### src/rtl/three_axis_iir4_filter_assert.svh
// Assertion macros used by the filter RTL.
// Each use names a label, an antecedent and a consequent. The clock is clk and
// the checks are off while rst_n is low.
`ifndef THREE_AXIS_IIR4_FILTER_ASSERT_SVH
`define THREE_AXIS_IIR4_FILTER_ASSERT_SVH
`ifndef SYNTHESIS
// Same-cycle implication.
`define TAI4_ASSERT_NOW(lbl, ante, cons) \
  lbl: assert property (@(posedge clk) disable iff (!rst_n) (ante) |-> (cons)) \
    else $error("three_axis_iir4_filter assertion failed");
// Next-cycle implication.
`define TAI4_ASSERT_NEXT(lbl, ante, cons) \
  lbl: assert property (@(posedge clk) disable iff (!rst_n) (ante) |=> (cons)) \
    else $error("three_axis_iir4_filter assertion failed");
`else
`define TAI4_ASSERT_NOW(lbl, ante, cons)
`define TAI4_ASSERT_NEXT(lbl, ante, cons)
`endif
`endif

### src/rtl/tai4_pkg.sv
`timescale 1ns / 1ps
`default_nettype none

package tai4_pkg;

  localparam int AXES     = 3;
  localparam int TAPS     = 4;
  localparam int NPROD    = 2 * TAPS + 1;
  localparam int SAMPLE_W = 32;
  localparam int COEF_W   = 32;
  localparam int FRAC     = 28;
  localparam int ACC_W    = 68;
  localparam int RND_W    = ACC_W - FRAC;
  localparam int CNT_W    = 5;

  localparam int CFG_IDX_W  = 3;
  localparam int CFG_DATA_W = 64;

  localparam logic [CFG_IDX_W-1:0] CFG_B0_B1 = 3'd0;
  localparam logic [CFG_IDX_W-1:0] CFG_B2_B3 = 3'd1;
  localparam logic [CFG_IDX_W-1:0] CFG_B4_A1 = 3'd2;
  localparam logic [CFG_IDX_W-1:0] CFG_A2_A3 = 3'd3;
  localparam logic [CFG_IDX_W-1:0] CFG_A4    = 3'd4;

  // 1.0 in Q4.28
  localparam logic [COEF_W-1:0] COEF_ONE = 32'h1000_0000;

  // half an output LSB at the accumulator scale
  localparam logic signed [ACC_W-1:0] RND_HALF =
    {{(ACC_W - FRAC){1'b0}}, 1'b1, {(FRAC - 1){1'b0}}};

  typedef logic [COEF_W-1:0] coef_word_t;

  typedef struct packed {
    coef_word_t [TAPS:0] b;
    coef_word_t [TAPS:1] a;
  } coef_t;

  // coefficient set after reset: b0 = 1.0, everything else zero
  localparam coef_t COEF_RESET = '{b: {{TAPS{{COEF_W{1'b0}}}}, COEF_ONE}, a: '0};

  // per-request pipeline control shared by the lanes and the output stage
  typedef struct packed {
    logic cap;   // load a new request into the sample stage
    logic adv;   // move the sample stage into the product stage
    logic done;  // retire the product stage into the output register
    logic warm;  // the retiring request is a warm-up pass-through
  } lane_ctrl_t;

endpackage

`default_nettype wire

### src/rtl/tai4_merge.sv
`timescale 1ns / 1ps
`default_nettype none

module tai4_merge (
  input  wire                                                     clk,
  input  wire                                                     rst_n,
  input  tai4_pkg::lane_ctrl_t                                    ctrl_i,
  input  wire logic [tai4_pkg::AXES-1:0][tai4_pkg::SAMPLE_W-1:0]  result_i,
  input  wire logic [tai4_pkg::AXES-1:0]                          fallback_i,
  output logic                                                    free_o,
  output logic                                                    out_valid,
  input  wire                                                     out_stall,
  output logic signed [tai4_pkg::SAMPLE_W-1:0]                    out_x,
  output logic signed [tai4_pkg::SAMPLE_W-1:0]                    out_y,
  output logic signed [tai4_pkg::SAMPLE_W-1:0]                    out_z,
  output logic [tai4_pkg::AXES-1:0]                               out_fallback_mask,
  output logic                                                    out_warming_up
);

  logic                                              valid_r;
  logic                                              valid_nxt;
  logic [tai4_pkg::AXES-1:0][tai4_pkg::SAMPLE_W-1:0] res_r;
  logic [tai4_pkg::AXES-1:0]                         mask_r;
  logic                                              warm_r;

  assign free_o    = !valid_r || !out_stall;
  assign valid_nxt = ctrl_i.done ? 1'b1 : (valid_r && out_stall);

  always_ff @(posedge clk) begin
    if (!rst_n) begin
      valid_r <= 1'b0;
    end else begin
      valid_r <= valid_nxt;
    end
  end

  always_ff @(posedge clk) begin
    if (ctrl_i.done) begin
      res_r  <= result_i;
      mask_r <= fallback_i;
      warm_r <= ctrl_i.warm;
    end
  end

  assign out_valid         = valid_r;
  assign out_x             = $signed(res_r[0]);
  assign out_y             = $signed(res_r[1]);
  assign out_z             = $signed(res_r[2]);
  assign out_fallback_mask = mask_r;
  assign out_warming_up    = warm_r;

endmodule

`default_nettype wire

### config.mk
export PLATFORM = sky130hd
export DESIGN_NAME = tai4_merge
export DESIGN_NICKNAME = d
export VERILOG_FILES = /design/src/rtl/three_axis_iir4_filter_assert.svh /design/src/rtl/tai4_pkg.sv /design/src/rtl/tai4_merge.sv
export SDC_FILE = /design/constraint.sdc
export NUM_CORES = 1
export LEC_CHECK = 0
export BUFFER_PORTS_ARGS = -buffer_cell sky130_fd_sc_hd__buf_4
export CAP_MARGIN = 20
export CORE_MARGIN = 8
export CORE_UTILIZATION = 41
export CTS_CLUSTER_DIAMETER = 120
export DETAILED_ROUTE_END_ITERATION = 8
export PLACE_DENSITY = 0.81
export SLEW_MARGIN = 20
export SYNTH_ARGS = -nofsm -noshare
export SYNTH_HDL_FRONTEND = slang
export SYNTH_SLANG_ARGS = --single-unit
### constraint.sdc
create_clock -name clk -period 0.82 [get_ports clk]
set_input_delay 0.246 -clock clk [delete_from_list [all_inputs] [get_ports clk]]
set_output_delay 0.246 -clock clk [all_outputs]
set_load 0.02 [all_outputs]
# Yosys cells after proc, flatten, opt, wreduce, memory -nomap -nowiden

Cells that the tools add are included.

Register bits: 101
Latch bits: 0
RAM bits: 0
ROM bits: 0
Output and inout bits: 102
Logic and storage cells: 11
Memories: 0

Add/subtract/negate cells: 0
Multipliers: 0
Div/mod/pow operators: 0
Magnitude comparators: 0
Equality and inequality tests: 0
Shift operators: 0
Mux-type cells: 1
Bitwise gates (word level): 0
Reduce and logical (&&, ||, !) cells: 4

Operator list:

| operator          | number |
|---|---|
| 1-bit logical NOT | 2 |
| 1-bit logical AND | 1 |
| 1-bit logical OR  | 1 |
| 1-bit two-way mux | 1 |

# Depth between registers and ports, before layout

Depth after elaboration: 2
Depth in mapped cells: 2
Mapped depth without buffers: 2

# Worst setup path after synthesis

No wires, ideal clock.

Kind: reg2out
Start point: register valid_r (netlist: out_valid)
End point: output free_o
Arrival time: 0.622 ns
Data required time: 0.574 ns
Path slack: -0.048 ns
Cell stages (with the launch flop): 2
Path buffers: 0
Path through: dfxtp_1 -> nand2_1

Word-level cells in the longest chain between the ends: 2

RTL lines:

| what                   | line             | source |
|---|---|---|
| start, declared        | tai4_merge.sv:20 | `logic valid_r;` |
| start signal, assigned | tai4_merge.sv:33 | `valid_r <= valid_nxt;` |
| 1-bit logical NOT      | tai4_merge.sv:26 | `assign free_o = !valid_r \|\| !out_stall;` |
| 1-bit logical OR       | tai4_merge.sv:26 |  |
| end, declared          | tai4_merge.sv:10 | `output logic free_o,` |

Every way passes these cells.

# Worst setup path after layout

Start point: register res_r (netlist bit out_x[28])
End point: output out_x[28] (netlist name)

RTL lines:

| what                   | line             | source |
|---|---|---|
| start, declared        | tai4_merge.sv:22 | `logic [tai4_pkg::AXES-1:0][tai4_pkg::SAMPLE_W-1:0] res_r;` |
| start signal, assigned | tai4_merge.sv:39 | `res_r <= result_i;` |
| end, declared          | tai4_merge.sv:13 | `output logic signed [tai4_pkg::SAMPLE_W-1:0] out_x,` |

No word-level cell between the ends.

==> reports/results.tsv <==
stage	metric	value	unit
pwr	combPwrFrac	17.0	%
final_layout	fillerInstances	454	
timing	period_needed	1.16	ns
place	routabilityCongestion	0.703	
final_layout	layout_common_cells	104 x buf_4, 102 x buf_6, 100 x edfxtp_1, 9 x clkbuf_8	
logic_synthesis	yosys_register_bits	101	
routing	wl_per_cell	20.3	um
timing	skew	0	ns
outcome	failed_checks	negative setup slack	
pwr	power.internal	8590	uW
final_layout	area_growth	76.2	%
clocking	cts_buffers	9	
floorplan	core_area	7210	um2
pwr	ir_drop	0.00136	V
routing	via_per_inst	4.38	
timing	rsz0062_at_grt	true	
outcome	status	finished, violations left	
critical_path	cp_top_family	flip-flops	
place	post_dp_cell_area	4770	um2
pwr	p_sw_share	23.9	%
routing	maxUsedRoutingLayer	met4	
pwr	switchingPower	2690	uW
final_layout	multi_input_area	17.5	um2
timing	slew-limit-headroom	87.6	%
critical_path	crit_fanout	1	
global_routing	grt_pass1_vias	2151	
floorplan	start_util	42.1	%
floorplan	core.rowCount	31	
critical_path	end_kind	output port	
clocking	h-tree-depth	3	
clocking	ctsHoldBuffers	0	
routing	drt_iter0_drc	61	
global_routing	grt_pass1_wl	12200	um
timing	finalSetupViolations	102	
logic_synthesis	syn_area	3040	um2
timing	period_share	142	%
clocking	cts_tree	yes	
min_path	hold_class	input port to flop	
pwr	power_density	2110	nW/um2
final_layout	antennaDiodeCount	0	
routing	first_pass_iters	3	
clocking	postCtsSetupBuffers	0	
timing	fmax	0.858	GHz
critical_path	arrival	0.92	ns
logic_synthesis	netlist.area_leader.share	98.8	%
final_layout	drive_gt1_share	68.7	%
final_layout	mostFrequentLayoutCell	buf_4	
flow_run	maxCapViolCount	0	
clocking	cts_sinks	101	
pwr	p_leak	0.00223	uW
critical_path	crit_path_start_kind	flop	
critical_path	crit_chain	buf_6	
floorplan	die_x	102	um
timing	setup_ws	-0.345	ns
logic_synthesis	yosys.area.top_type	edfxtp_1	
timing	worst_slew_pin_slew	0.186	ns
global_routing	grt_max_degree	36	
global_routing	grt_remaining_overflow	0	
clocking	clk_path_buf_depth	2	
global_routing	antenna_found_initial	0	
logic_synthesis	ys_warn_count	0	
logic_synthesis	synthCells	104	
logic_synthesis	seq_area_frac_synth	99.5	%
logic_synthesis	synth_fp_nets	210	
final_layout	utilization	74.2	%
timing	slew_violations	0	
floorplan	io_pins	208	
routing	wl_met3	1030	um
critical_path	worstSetupPathType	flop to output port	
logic_synthesis	synth_area_leaders	edfxtp_1 99%, dfxtp_1 0.66%, nor2b_1 0.21%	
place	portBuffers	205	
floorplan	design.die.area	10400	um2
logic_synthesis	synth_area_per_cell	29.2	um2
clocking	clk_pin_slew_worst_paths	0.10	ns
routing	wl_met1	2670	um
final_layout	regArea	3020	um2
pwr	power	11300	uW
routing	wl	8690	um
critical_path	slowest_stage	edfxtp_1	
timing	hold_viol	0	
routing	drtAntennaViolNets	0	
final_layout	finalNetCount	430	
routing	dr_total_vias	1874	
routing	drc	0	
pwr	p_seq_share	56.0	%
final_layout	postLayoutCellArea	5350	um2
place	place_ws	-0.139	ns
timing	hold_slack	0.0592	ns
routing	wl_met2	4770	um
critical_path	crit_path_max_incr_delay	0.42	ns
critical_path	crit_buf_inv	1	
logic_synthesis	ys_types	5	
floorplan	die_y	102	um
clocking	cts_root_buf	clkbuf_8	
clocking	clk_latency	0.35	ns
pwr	p_clk_share	27.0	%
critical_path	critical_path_required	0.57	ns
global_routing	grt_usage	16.4	%
==> path summary, 6_finish.rpt <==
kind | startpoint | end | slack (ns) | depth (start not counted)
min | result_i[43] | out_y[11]$_DFFE_PP_ | 0.06 | 1
min reg2reg | out_valid$_SDFF_PN0_ | out_valid$_SDFF_PN0_ | 0.59 | 2
max reg2reg | out_valid$_SDFF_PN0_ | out_valid$_SDFF_PN0_ | 0.14 | 2
max | out_x[28]$_DFFE_PP_ | out_x[28] | -0.34 | 1
==> synthesized netlist by cell type <==
cell type  count
dfxtp_1        1
edfxtp_1     100
nand2_1        1
nor2b_1        1
a21oi_1        1
==> registers in the layout (all words and copies together), names as in the netlist <==
signal / flops
out_x: 32
out_y: 32
out_z: 32
out_fallback_mask: 3
out_valid: 1
out_warming_up: 1
==> metrics by stage <==
step                std cells  TNS [ns]
detailed placement        412    -12.14
CTS                       428    -34.50
finish                    428    -32.26
global placement          412    -10.37
global route              428    -36.96
floorplan                 104         0
==> power by group through the flow <==
| stage | Sequential [uW] | Combinational (uW) | Clock, uW |
|---|---|---|---|
| global placement | 6330 | 1670 | 0 |
| global route | 6370 | 1990 | 3340 |
| finish | 6320 | 1910 | 3050 |
| detailed placement | 6360 | 1700 | 0 |
| floorplan | 6880 | 7.99 | 0 |
| CTS | 6320 | 1930 | 3160 |
==> layout make-up <==
type,instances,share of cell area [%]
multi-input combinational,3,0.327
clock inverter,7,1.38
sequential,101,56.5
timing repair buffer,209,37.2
tap,99,2.31
clock buffer,9,2.31
==> cells by family after synthesis <==
logic type | Yosys count | synth area share [%]
AOI/OAI and AO/OA | 1 | 0.165
DFF | 101 | 99.5
and+or+nand+nor | 2 | 0.330
==> repair_timing <==
item,4_1_cts,5_1_grt
resized for setup,100,2
setup endpoints to repair,102,102
pin swaps,1,0
==> layer usage <==
layer | vias to the layer above | global-route usage, %
met4 | 0 | 8.24
met1 | 878 | 14.6
met2 | 123 | 30.4
li1 | 856 | -
met3 | 17 | 7.29
met5 | - | 0
(Power assumes the default switching activity.)
